==> config.mk <==
export PLATFORM = sky130hd
export DESIGN_NAME = ksd_ram
export DESIGN_NICKNAME = d
export VERILOG_FILES = /design/src/rtl/core/ksd_ram.sv
export SDC_FILE = /design/constraint.sdc
export NUM_CORES = 2
export LEC_CHECK = 0
export BUFFER_PORTS_ARGS = -buffer_cell sky130_fd_sc_hd__buf_2
export CAP_MARGIN = 20
export CORE_MARGIN = 3
export CORE_UTILIZATION = 25
export DETAILED_ROUTE_END_ITERATION = 12
export GPL_ROUTABILITY_DRIVEN = 0
export PLACE_DENSITY_LB_ADDON = 0.05
export SETUP_SLACK_MARGIN = 0.15
export SLEW_MARGIN = 20
export SYNTH_ARGS = -nofsm -noshare
export SYNTH_HDL_FRONTEND = slang
export SYNTH_SLANG_ARGS = --single-unit
==> constraint.sdc <==
create_clock -name clk -period 2.58 [get_ports clk]
set_input_delay 0.129 -clock clk [delete_from_list [all_inputs] [get_ports clk]]
set_output_delay 0.129 -clock clk [all_outputs]
set_load 0.01 [all_outputs]
==> src/rtl/core/ksd_ram.sv <==
`default_nettype none
module ksd_ram #(
    parameter int WIDTH = 16,
    parameter int DEPTH = 256
) (
    input  wire logic                     clk,
    input  wire logic                     we,
    input  wire logic [$clog2(DEPTH)-1:0] waddr,
    input  wire logic [WIDTH-1:0]         wdata,
    input  wire logic                     re,
    input  wire logic [$clog2(DEPTH)-1:0] raddr,
    output logic      [WIDTH-1:0]         rdata
);

    logic [WIDTH-1:0] mem [DEPTH];

    // Write port
    always_ff @(posedge clk)
    begin
        if (we)
        begin
            mem[waddr] <= wdata;
        end
    end

    // Registered read, held while not enabled
    always_ff @(posedge clk)
    begin
        if (re)
        begin
            rdata <= mem[raddr];
        end
    end

endmodule
`default_nettype wire

Yosys cells after proc, flatten, opt, wreduce, memory -nomap -nowiden

Memory sizes are Yosys's and may differ from the RTL's. A register that Yosys moved wholly into a read port is not among the register bits.
Index checks and enable logic that the tools add are counted.

Muxes and demuxes: 2

Operator list:

| operator          | number |
|---|---|
| 1-bit two-way mux | 2 |

Memories: 1
Logic and storage cells: 3
Bits in writable memories: 4096
Input bits: 35
Register bits: 0
Output and inout port bits: 16

Memory list:

| memory | words | width | rd ports | clocked after Yosys merged registers in | write ports | line | RTL |
|---|---|---|---|---|---|---|---|
| mem    | 256   | 16    | 1        | 1                                       | 1           | 15   | `logic [WIDTH-1:0] mem [DEPTH];` |

Longest topological paths before layout

Depth after elaboration: 2
Depth in mapped cells: 12
Mapped depth without buffers: 6

Worst setup path after synthesis

Ideal clock, no wire load.

Path kind: in2reg
From: input raddr[0]
To: register rdata[4] (read register of mem) (data pin)
Library setup time: 265 ps
Path buffers: 3
Arrival time: 2113 ps
Cell stages on the path: 8
Required time: 2315 ps
Slack: 202 ps
Path through: buf_6 buf_6 buf_2 mux4_2 mux4_2 a22o_1 o32ai_2 nor4_2

RTL lines:

| item               | line | RTL |
|---|---|---|
| start: declaration | 11   | `input wire logic [$clog2(DEPTH)-1:0] raddr,` |
| end: declaration   | 12   | `output logic [WIDTH-1:0] rdata` |

==> metrics.txt <==
clock group share of total power 0.445; Core Region 632800 sq um; outcome complete, but fails checks; CTS tree built; vias in the first global route 85286; number of port buffers 50; Max Slew Vio Count 0; XOR/XNOR Fraction of Synth Area 0; Worst Tran Pin Value 1.178 ns; die area 645100 sq um; die height 803.2 microns; M3 GR Usage 0.01960; EDFF count, synth 4112; global route hottest layer met2; Synth Net Count 7395; setup violators final 12; DRT antenna net count 0; CP required 3.33 ns; Compound-Gate Fraction of Synth Area 0.03534; Worst Clk Skew 0.1011 ns; # nets final 8795; Worst Hold Class in2reg; post-synth top area share 0.7772; number of placed I/O pins 51; Synth Register Bits 4112; drt total wl 571200 microns; number of buffers created by CTS 481; Root Buffer clkbuf_16; CTS H-tree lvls 5; Vias 81354; setup TNS -1.572 ns; simple-gate share of the synthesized area 0.01573; post-synthesis sequential area ratio 0.7772; Synth area leader edfxtp_1; Cell Int Power 115800 uW; Arrival @ worst endpoint 3.59 ns; Area contributors post-synth edfxtp_1 78%, mux4_2 11%, mux2i_1 3.6%, o221ai_1 1.4%, nor2_1 0.72%; starting DRC count in detailed routing 6852; clk sinks 4112; post-synthesis mux area share 0.1548; Switch Pwr 33860 uW; initial antenna violation count 44; Die X-Extent 803.2 microns; IR drop worst, VDD 0.6214 mV; register share of total power 0.493; Ys Warns 0; row cnt 292; synthesized area 158900 sq um; LEAKAGE 0.06323 uW; Syn Area/Cell 21.59 sq um; Max-slew headroom 0.2147; Worst-Skew Late Latency 1.04 ns; Crit Path Class reg2reg; design area 197700 sq um; Startpoint Class flip-flop; crit-path max FO 1; Fmax 352.2 MHz; maximum buffer depth of the clock tree 4; drt drc 0; GRT Total Usage 0.1733; failing checks setup timing; post-route setup slack -0.2591 ns; total gr overflow 0; routed len/inst 32.52 microns; Unique masters post-synth 51; Tcrit/Tclk final 1.100; met2 usage 0.2917; first-pass GRT wire length 773400 microns; post-CTS setup repair buffer count 0; switching share of total power 0.2262; Reg clk slew, reported paths 0.06 ns; Crit. End Element flip-flop; Pwr Density 757.2 nW/um^2; Async SR Flop Fraction 0; Initial Util 0.2511; met1 Use GR 0.2446; hpwl dp 371600 microns; area delta synth->final 24.43%; Final Hold Violating Endpoints 0; Final min period 2.839 ns; largest family of logic cells by synthesized area multiplexers; unrepaired setup endpoints after global routing true; largest net degree at the start of global routing 96; Main synth FF type edfxtp_1; Comb pwr share 0.062; routed vias/inst 4.631; Synth Instances 7360; max_cap viols 0; first-pass detailed-route iteration total 5; post-synthesis adder-cell area fraction 0; fraction of layout cells with a size suffix above 1 0.3464; DP Area 181400 sq um
-- kinds of logic after synthesis --
kind of cell,count (synthesis)
flops,4112
mux,1450
buf+inv,456
compound gates,786
simple gates,556
-- per-stage QoR --
stage               setup slack [ns]  power (uW)  hold WS [ns]  utilization  cells
CTS                          -0.3741      152300      0.008252       0.3122  17540
detailed placement            -1.520       84550        0.5226       0.2867  16629
global route                 -0.3014      155100       0.04475       0.3123  17543
global placement              -2.016       84480        0.5344       0.2867  16628
finish                       -0.2591      149700        0.1320       0.3124  17566
floorplan                     0.2021       78780        0.2279            -   7360
-- worst max-delay path, cell delays in order, from the launching register on --
cell and delay, ns:
edfxtp_1 0.36, mux4_2 0.51, mux4_2 0.56, a22o_4 0.36
o32ai_4 0.65, nor4_1 0.10
-- cell type report --
cell class	count	area, sq um
Inverter	4	27.53
Tap cell	8379	10480
Timing Repair Buffer	1369	14300
Antenna cell	26	65.06
Multi-Input combinational cell	2792	33970
Sequential cell	4112	123500
Clock buffer	593	12560
Clock inverter	291	2803
Fill cell	60922	435100
-- cells in the final DEF (no fill, tap or decap), drive strengths merged, types with 11 or more instances in the layout --
cell type	netlist	final
diode	0	26
mux2i	565	565
nor3	92	92
a22oi	43	43
dlygate4sd3	0	26
nand2	38	38
nor4	18	18
nor2	304	304
bufinv	0	42
nand4	26	26
mux2	88	88
o221ai	253	253
nand3	35	35
mux4	797	797
o32ai	21	21
edfxtp	4112	4112
clkbuf	230	593
o22ai	148	148
o21ai	38	38
a21oi	175	175
a221oi	28	28
a211oi	18	18
clkinv	0	231
and3	11	11
a22o	32	32
buf	222	1343
o31ai	16	16
inv	4	12
-- routing by layer --
metal	wire length [microns]	vias up
met5	0	-
met4	10160	0
met3	19490	552
met2	277500	1614
met1	264100	44950
li1	-	34238
-- state kept, by name, summed over array words and instances, names as in the netlist --
register,cells
mem,4096
rdata,16
-- cells in the mapped netlist (all sizes together) (2+ instances only) --
| master | count |
|---|---|
| or3 | 2 |
| a31oi | 6 |
| nand2b | 3 |
| nor2b | 9 |
| buf | 222 |
| nand4b | 3 |
| nor4 | 18 |
| a221oi | 28 |
| a211oi | 18 |
| mux2i | 565 |
| a22oi | 43 |
| clkbuf | 230 |
| a21o | 2 |
| and3 | 11 |
| o32ai | 21 |
| and4 | 2 |
| a21oi | 175 |
| nand4 | 26 |
| nand2 | 38 |
| a22o | 32 |
| nand3 | 35 |
| nor2 | 304 |
| inv | 4 |
| or2 | 5 |
| mux4 | 797 |
| o31ai | 16 |
| nor3 | 92 |
| mux2 | 88 |
| edfxtp | 4112 |
| and2 | 2 |
| o221ai | 253 |
| nor4bb | 2 |
| o21ai | 38 |
| a2111oi | 6 |
| o22ai | 148 |
-- repair_timing --
item,CTS,global route
endpoints found under the setup margin,16,16
resized for setup,74,19
hold buffers,27,0
endpoints found under the hold margin,3718,0
pin swaps,32,14
-- power by group through the flow --
stage	Combinational (uW)	Sequential, uW	Clock [uW]
after floorplan	3630	75200	0
after global placement	9280	75200	0
after detailed placement	9340	75200	0
after CTS	9530	73800	68900
after global routing	9810	73800	71600
final	9220	73800	66700
-- path summary, 6_finish.rpt --
kind / from / end / slack [ns] / depth (start not counted)
setup / recovery: mem[63][9]$_DFFE_PP_ / rdata[9]$_DFFE_PP_ / -0.26 / 5
hold / removal: wdata[4] / mem[63][4]$_DFFE_PP_ / 0.13 / 2
setup reg to reg: mem[63][9]$_DFFE_PP_ / rdata[9]$_DFFE_PP_ / -0.26 / 5
hold reg to reg: mem[95][8]$_DFFE_PP_ / rdata[8]$_DFFE_PP_ / 1.30 / 6
Power figures use the tool's default switching activity.
