File: src/rtl/core/ksd_pkg.sv
`default_nettype none
package ksd_pkg;

    // Keymap geometry: two columns per row
    localparam int KEYMAP_ROWS    = 128;
    localparam int KEY_WIDTH      = 16;
    localparam int KEYMAP_ENTRIES = KEYMAP_ROWS * 2;
    localparam int MAP_AW         = $clog2(KEYMAP_ENTRIES);
    localparam int ROW_W          = $clog2(KEYMAP_ROWS);
    localparam int MOD_W          = 6;

    // Operation codes
    localparam logic OP_SCAN  = 1'b0;
    localparam logic OP_WRITE = 1'b1;

    // Scancode constants
    localparam logic [7:0] SC_E0       = 8'hE0;
    localparam logic [7:0] SC_E1       = 8'hE1;
    localparam logic [7:0] SC_PS_MAKE  = 8'h2A;
    localparam logic [7:0] SC_PS_BREAK = 8'hB7;
    localparam logic [7:0] SC_CTRL_MK  = 8'h1D;
    localparam logic [7:0] SC_CTRL_BK  = 8'h9D;
    localparam logic [7:0] SC_ALT_MK   = 8'h38;
    localparam logic [7:0] SC_ALT_BK   = 8'hB8;
    localparam logic [6:0] ROW_SHIFT_L = 7'h2A;
    localparam logic [6:0] ROW_SHIFT_R = 7'h36;
    localparam logic [6:0] ROW_CTRL_L  = 7'h1D;
    localparam logic [6:0] ROW_ALT_L   = 7'h38;
    localparam logic [2:0] PAUSE_LEN   = 3'd6;

    // Modifier bit positions
    localparam int MOD_SHIFT_L = 0;
    localparam int MOD_SHIFT_R = 1;
    localparam int MOD_CTRL_L  = 2;
    localparam int MOD_CTRL_R  = 3;
    localparam int MOD_ALT_L   = 4;
    localparam int MOD_ALT_R   = 5;

    typedef enum logic [2:0] {
        SEQ_IDLE,
        SEQ_PAUSE,
        SEQ_E0,
        SEQ_PSM_E0,
        SEQ_PSM_37,
        SEQ_PSB_E0,
        SEQ_PSB_AA
    } seq_state_t;

    typedef struct packed {
        logic                 op;
        logic [7:0]           scan_byte;
        logic [ROW_W-1:0]     map_row;
        logic                 map_column;
        logic [KEY_WIDTH-1:0] map_value;
    } ksd_in_t;

    typedef struct packed {
        logic                 key_valid;
        logic [KEY_WIDTH-1:0] key_code;
        logic [MOD_W-1:0]     modifiers;
    } ksd_out_t;

    // Sequencer verdict for one byte
    typedef struct packed {
        logic              lookup;
        logic [MAP_AW-1:0] addr;
        logic [MOD_W-1:0]  modifiers;
    } ksd_look_t;

    // Expected byte at each place of the pause sequence
    function automatic logic [7:0] pause_byte(input logic [2:0] pos);
        logic [7:0] b;
        unique case (pos)
            3'd0:    b = 8'hE1;
            3'd1:    b = 8'h1D;
            3'd2:    b = 8'h45;
            3'd3:    b = 8'hE1;
            3'd4:    b = 8'h9D;
            3'd5:    b = 8'hC5;
            default: b = 8'h00;
        endcase
        return b;
    endfunction

endpackage
`default_nettype wire

File: src/rtl/core/ksd_seq.sv
`default_nettype none
module ksd_seq
    import ksd_pkg::*;
(
    input  wire logic       clk,
    input  wire logic       rst_n,
    input  wire logic       en,
    input  wire logic [7:0] scan_byte,
    output ksd_look_t       look
);

    seq_state_t       state_reg, state_next;
    logic [2:0]       pos_reg, pos_next;
    logic [MOD_W-1:0] mods_reg, mods_next;

    logic [6:0] row;
    logic       make;
    logic       col;

    assign row  = scan_byte[6:0];
    assign make = ~scan_byte[7];
    assign col  = mods_reg[MOD_SHIFT_L] | mods_reg[MOD_SHIFT_R];

    // Hold sequence and modifier state
    always_ff @(posedge clk or negedge rst_n)
    begin
        if (!rst_n)
        begin
            state_reg <= SEQ_IDLE;
            pos_reg   <= 3'd0;
            mods_reg  <= '0;
        end
        else if (en)
        begin
            state_reg <= state_next;
            pos_reg   <= pos_next;
            mods_reg  <= mods_next;
        end
    end

    // Decode one byte
    always_comb
    begin
        state_next  = state_reg;
        pos_next    = pos_reg;
        mods_next   = mods_reg;
        look.lookup = 1'b0;
        look.addr   = {row, col};
        unique case (state_reg)
            SEQ_PAUSE:
            begin
                if (pos_reg < PAUSE_LEN && scan_byte == pause_byte(pos_reg))
                begin
                    pos_next = pos_reg + 3'd1;
                    if (pos_next >= PAUSE_LEN)
                    begin
                        state_next = SEQ_IDLE;
                        pos_next   = 3'd0;
                    end
                end
                else
                begin
                    state_next = SEQ_IDLE;
                    pos_next   = 3'd0;
                end
            end
            SEQ_E0:
            begin
                state_next = SEQ_IDLE;
                unique case (scan_byte)
                    SC_PS_MAKE:  state_next = SEQ_PSM_E0;
                    SC_PS_BREAK: state_next = SEQ_PSB_E0;
                    SC_CTRL_MK:  mods_next[MOD_CTRL_R] = 1'b1;
                    SC_CTRL_BK:  mods_next[MOD_CTRL_R] = 1'b0;
                    SC_ALT_MK:   mods_next[MOD_ALT_R]  = 1'b1;
                    SC_ALT_BK:   mods_next[MOD_ALT_R]  = 1'b0;
                    default:     ;
                endcase
            end
            SEQ_PSM_E0:
            begin
                state_next = (scan_byte == SC_E0) ? SEQ_PSM_37 : SEQ_IDLE;
            end
            SEQ_PSB_E0:
            begin
                state_next = (scan_byte == SC_E0) ? SEQ_PSB_AA : SEQ_IDLE;
            end
            SEQ_PSM_37, SEQ_PSB_AA:
            begin
                state_next = SEQ_IDLE;
            end
            default:
            begin
                state_next = SEQ_IDLE;
                pos_next   = 3'd0;
                if (scan_byte == SC_E1)
                begin
                    state_next = SEQ_PAUSE;
                    pos_next   = 3'd1;
                end
                else if (scan_byte == SC_E0)
                begin
                    state_next = SEQ_E0;
                end
                else
                begin
                    unique case (row)
                        ROW_SHIFT_L: mods_next[MOD_SHIFT_L] = make;
                        ROW_SHIFT_R: mods_next[MOD_SHIFT_R] = make;
                        ROW_CTRL_L:  mods_next[MOD_CTRL_L]  = make;
                        ROW_ALT_L:   mods_next[MOD_ALT_L]   = make;
                        default:     look.lookup = make;
                    endcase
                end
            end
        endcase
        look.modifiers = mods_next;
    end

endmodule
`default_nettype wire

File: config.mk
export PLATFORM = sky130hd
export DESIGN_NAME = ksd_seq
export DESIGN_NICKNAME = d
export VERILOG_FILES = /design/src/rtl/core/ksd_pkg.sv /design/src/rtl/core/ksd_seq.sv
export SDC_FILE = /design/constraint.sdc
export NUM_CORES = 1
export LEC_CHECK = 0
export ABC_AREA = 1
export BUFFER_PORTS_ARGS = -buffer_cell sky130_fd_sc_hd__buf_2
export CORE_MARGIN = 5
export CORE_UTILIZATION = 53
export CTS_CLUSTER_DIAMETER = 60
export CTS_CLUSTER_SIZE = 28
export DETAILED_ROUTE_END_ITERATION = 16
export PLACE_DENSITY = 0.79
export RECOVER_POWER = 50
export SETUP_SLACK_MARGIN = 0.2
export SYNTH_ARGS = -nofsm -noshare
export SYNTH_HDL_FRONTEND = slang
export SYNTH_SLANG_ARGS = --single-unit
File: constraint.sdc
create_clock -name clk -period 2.6 [get_ports clk]
set_input_delay 0.13 -clock clk [delete_from_list [all_inputs] [get_ports clk]]
set_output_delay 0.13 -clock clk [all_outputs]
set_load 0.005 [all_outputs]
== Yosys cells after proc, flatten, opt, wreduce, memory -nomap -nowiden ==
Index checks and enable logic that the tools add are counted.
Widths: inputs -> output; s select.
Cells by class
  add/subtract/negate cells: 1
  order comparisons: 2
  equality and inequality tests: 25
  muxes and demuxes: 32
  bitwise operators: 3
  reductions and logical operators: 9
Operators by type and width (count)
  $eq 8x8->1 const B: 5
  $pmux 8 s5: 1
  $mux 3: 9
  $eq 7x6->1 const B: 3
  $eq 8x6->1 const B: 2
  $eq 3x3->1 const B: 5
  $pmux 3 s5: 1
  $mux 1: 14
  $eq 3x2->1 const B: 4
  $pmux 3 s2: 2
  $eq 8x5->1 const B: 1
  $eq 8x8->1: 1
  $mux 8: 1
  $eq 7x5->1 const B: 1
  $eq 3x1->1 const B: 2
  $reduce_or 6->1: 1
  $reduce_or 5->1: 1
  $mux 2: 2
  $pmux 1 s2: 2
  $reduce_and 2->1: 2
  $reduce_or 2->1: 2
  $reduce_or 4->1: 1
  $add 3x1->3 const B: 1
  $ge 3x3->1 const B: 1
  other kinds (6): 7
Storage, ports and cells
  flip-flop bits (word level): 12
  input port bits: 11
  output and inout bits: 15
  word-level logic and storage cells: 75

== Depth between registers and ports, before layout ==
  depth in word-level cells: 8
  depth in mapped cells: 13
  gate-level depth less buffers: 13

== Worst setup path after synthesis ==
OpenSTA, ideal clock, no wires.
  path type: register -> register
  from: register pos_reg[0]
  to: register state_reg[0]
  setup time: 0.117 ns
  arrival time: 1.474 ns
  data required time: 2.483 ns
  slack: 1.010 ns
  stages on the path, launching flop included: 11
  buffers on the path: 0
  clock period less this slack: 1.590 ns
  cells stage by stage: dfrtp_1 -> ha_1 -> ha_1 -> a21oi_4 -> nand2_2 -> nand2_2 -> nand2_2 -> nor2_4 -> nand4_4 -> nand3_1 -> nand2_1
On the way
  cells in the longest elaborated chain, start to end: 8
  elaborated cells between the ends (all ways): 18
  classes of those cells: add/sub (1); order compare (2); eq/ne (7); mux (4); reduce/logical (4)
Ends and longest elaborated chain
  from (decl): RTL line ksd_seq.sv:13  | logic [2:0] pos_reg, pos_next;
  from (signal assigned): RTL line ksd_seq.sv:36  | pos_reg <= pos_next;
  $eq 3x2->1 / $logic_not 3->1 (equally long branches): RTL line ksd_pkg.sv:73  | unique case (pos)
  $reduce_or 2->1 (no line)
  $pmux 8 s5: RTL line ksd_pkg.sv:73
  $mux 8: RTL line ksd_seq.sv:49  | unique case (state_reg)
  $eq 8x8->1: RTL line ksd_seq.sv:52  | if (pos_reg < PAUSE_LEN && scan_byte == pause_byte(pos_reg))
  $logic_and 1x1->1: RTL line ksd_seq.sv:52
  $mux 3 / $ne 3x3->1 (equally long branches)
  $pmux 3 s5 / $reduce_and 2->1 (equally long branches)
  to (signal assigned): RTL line ksd_seq.sv:35  | state_reg <= state_next;
  to (decl): RTL line ksd_seq.sv:12  | seq_state_t state_reg, state_next;
Parallel ways exist; a longest one is shown, timed or not. The select of a mux whose other input is x is not followed.
A chain may end at the register's enable or synchronous reset.

==> metrics <==
pin count of the biggest net entering global routing=15; Synth Register Bits=12; cells along the critical path=inv_2 > nand2_2 > o21ai_2 > nor2_4 > nand2_2 > nor2_1 > nand2_1 > and2_1 > buf_2; RSZ-0062 raised after global routing=no; vias per cell=5.12; Syn Inst Count=219; critical path buffer and inverter count=2; most frequent CP cell=nand2_2; Fin Hold WS=0.202 ns; crit-path max FO=7; drt drc=0; PortBufs=25; Worst-Skew Late Latency=0.28 ns; worst vdd ir=0.000465 V; Hold Violations, Final=0; initial antenna violation count=0; Die Wd=61.1 um; total track usage=19.1%; Die Height=between 60 and 70 um; Initial Utilization=55.8%; Total Die Area=3730 sq um; YS warnings=0; sequential fraction of the synthesis area=21.7%; R2R setup slack=0.76 ns; Synth Net Count=235; slowest CP cell=dfrtp_1; commonest non-fill, non-tap cell in the layout=nand2_1; Antenna Diode Count=0; final std cells w/o fill=268; minimum clock period=about 1.9 ns; DR iter-0 viols=81; via count=1,372; Netlist cell types=30; Post-layout nets=255; setup_tns=0 ns; HPWL after detailed placement=2.61 mm; Row Count=18; CP Data Arrival Time=1.74 ns; Setup violations, final=0; first-pass GRT wire length=about 5.3 mm; CTS tree=done; clock root buffer=clkbuf_4; RD Place Congestion=roughly 0.85; Worst setup SP type=flip-flop; Post-Syn Area per Cell=approximately 6.3 sq um; worst-margin pin slew=0.691 ns; post-CTS setup buffers=0; WS Path Type=flip-flop to output pin; DRT Wirelength=3.21 mm; dpl cells=263; H-tree Lvls=1; ratio of cells with drive above 1 in the final layout=23.5%; final worst-path cycle share=71.9%; Power Density=715 nW/um^2; mapped cell area=1380 sq um; total I/O pin count=26; Max Slew Vio Count=0; worst hold path class=primary input to flip-flop; Top delay family on crit path=simple AND/OR/NAND/NOR gates; Max stage delay on crit path=0.46 ns; Worst Skew=0.00410 ns; vias in the first global route=1,219; max reg flops=6; run status=finished, final reports clean; maximum clock insertion buffer count=2; P&R area growth vs syn=8.33%; CTS Buf Count=3; Fmax achieved=535 MHz; commonest non-fill, non-tap cells in the layout=nand2_1, nand3_1, inv_1; 1st-pass router iterations=4; P_leak=0.782 nW; Avg WL per Cell=12.0 um; Critical Path RT=2.47 ns; core footprint=2480 sq um; Worst-path clk slew=about 0.08 ns; post-route ant nets=0; Slew headroom=53.9%; clock sinks=12; Overflow after GRT=0; maxcap violations=0; Final Total Pwr=around 1.1 mW; CP endpoint kind=output pin
==> worst paths after layout <==
path	cells past startpoint	startpoint	endpoint
worst max-delay path	9	state_reg[2]$_DFFE_PN0P_	look[1]
max in group asynchronous	2	rst_n	state_reg[1]$_DFFE_PN0P_
worst min register to register	2	mods_reg[3]$_DFFE_PN0P_	mods_reg[3]$_DFFE_PN0P_
worst min-delay path	3	en	mods_reg[5]$_DFFE_PN0P_
min in group asynchronous	2	rst_n	mods_reg[3]$_DFFE_PN0P_
worst max register to register	10	pos_reg[2]$_DFFE_PN0P_	state_reg[1]$_DFFE_PN0P_
==> area by class of cell <==
| class | instances | area (sq um) |
|---|---|---|
| inverters | 32 | 123 |
| repair buffers | 26 | 125 |
| fillers | 256 | 981 |
| multi-input cells | 164 | 875 |
| flip-flops and latches | 12 | 300 |
| clock buffers | 4 | 36.3 |
| well taps | 30 | 37.5 |
==> through the flow <==
stage,cell area [sq um],utilization [%],worst slack (ns)
6_report,1500,60.4,0.731
5_1_grt,1500,60.4,0.562
4_1_cts,1510,60.8,0.725
3_5_place_dp,1460,58.9,0.793
3_3_place_gp,1460,58.9,0.823
2_1_floorplan,1380,-,1.01
==> cells in the mapped netlist, drive strengths merged <==
library cell | instances | area share, %
o31ai | 1 | 0.91
nor3 | 6 | 3.3
a21oi | 3 | 1.9
nand4 | 7 | 4.3
ha | 5 | 4.5
nand2 | 67 | 20
or2 | 1 | 0.45
dfrtp | 12 | 22
inv | 32 | 8.9
a21boi | 1 | 0.54
buf | 11 | 6.1
nor2 | 29 | 10
nand3 | 25 | 9.4
and2 | 2 | 0.91
nor4 | 1 | 0.45
o21ai | 15 | 6.0
o22ai | 1 | 0.45
==> power by group <==
part / switching (mW) / internal [mW]
clock: 0.0685 / 0.0853
sequential: 0.0500 / 0.231
combinational: 0.409 / 0.226
total: 0.528 / 0.542
==> metal layers <==
layer  track usage, %  part of all wire, %  up-vias
met5                0                    0        -
met4             8.36                  1.7        0
met3             1.89                  4.6        5
met1             26.7                   48      599
met2             29.8                   45       33
li1                 -                    -      735
==> cells by family (layout without fill, tap and decap cells) <==
| group | count (synthesis) | in the layout | share of synthesized area [%] |
|---|---|---|---|
| simple gates | 138 | 138 | 49.0 |
| buf+inv | 43 | 62 | 14.9 |
| compound gates | 21 | 21 | 9.78 |
| flops | 12 | 12 | 21.7 |
| fa+ha+maj | 5 | 5 | 4.53 |
==> tightest hold or removal path, delay by kind of cell <==
family	cells	cell delay, ns
simple gates	2	0.13
buf+inv	1	0.18
==> repair_timing <==
action                                  CTS  global route
resized for setup                         0             0
endpoints found under the hold margin    12             0
hold buffers                              1             0
endpoints found under the setup margin    0             0
(Power assumes the default switching activity.)
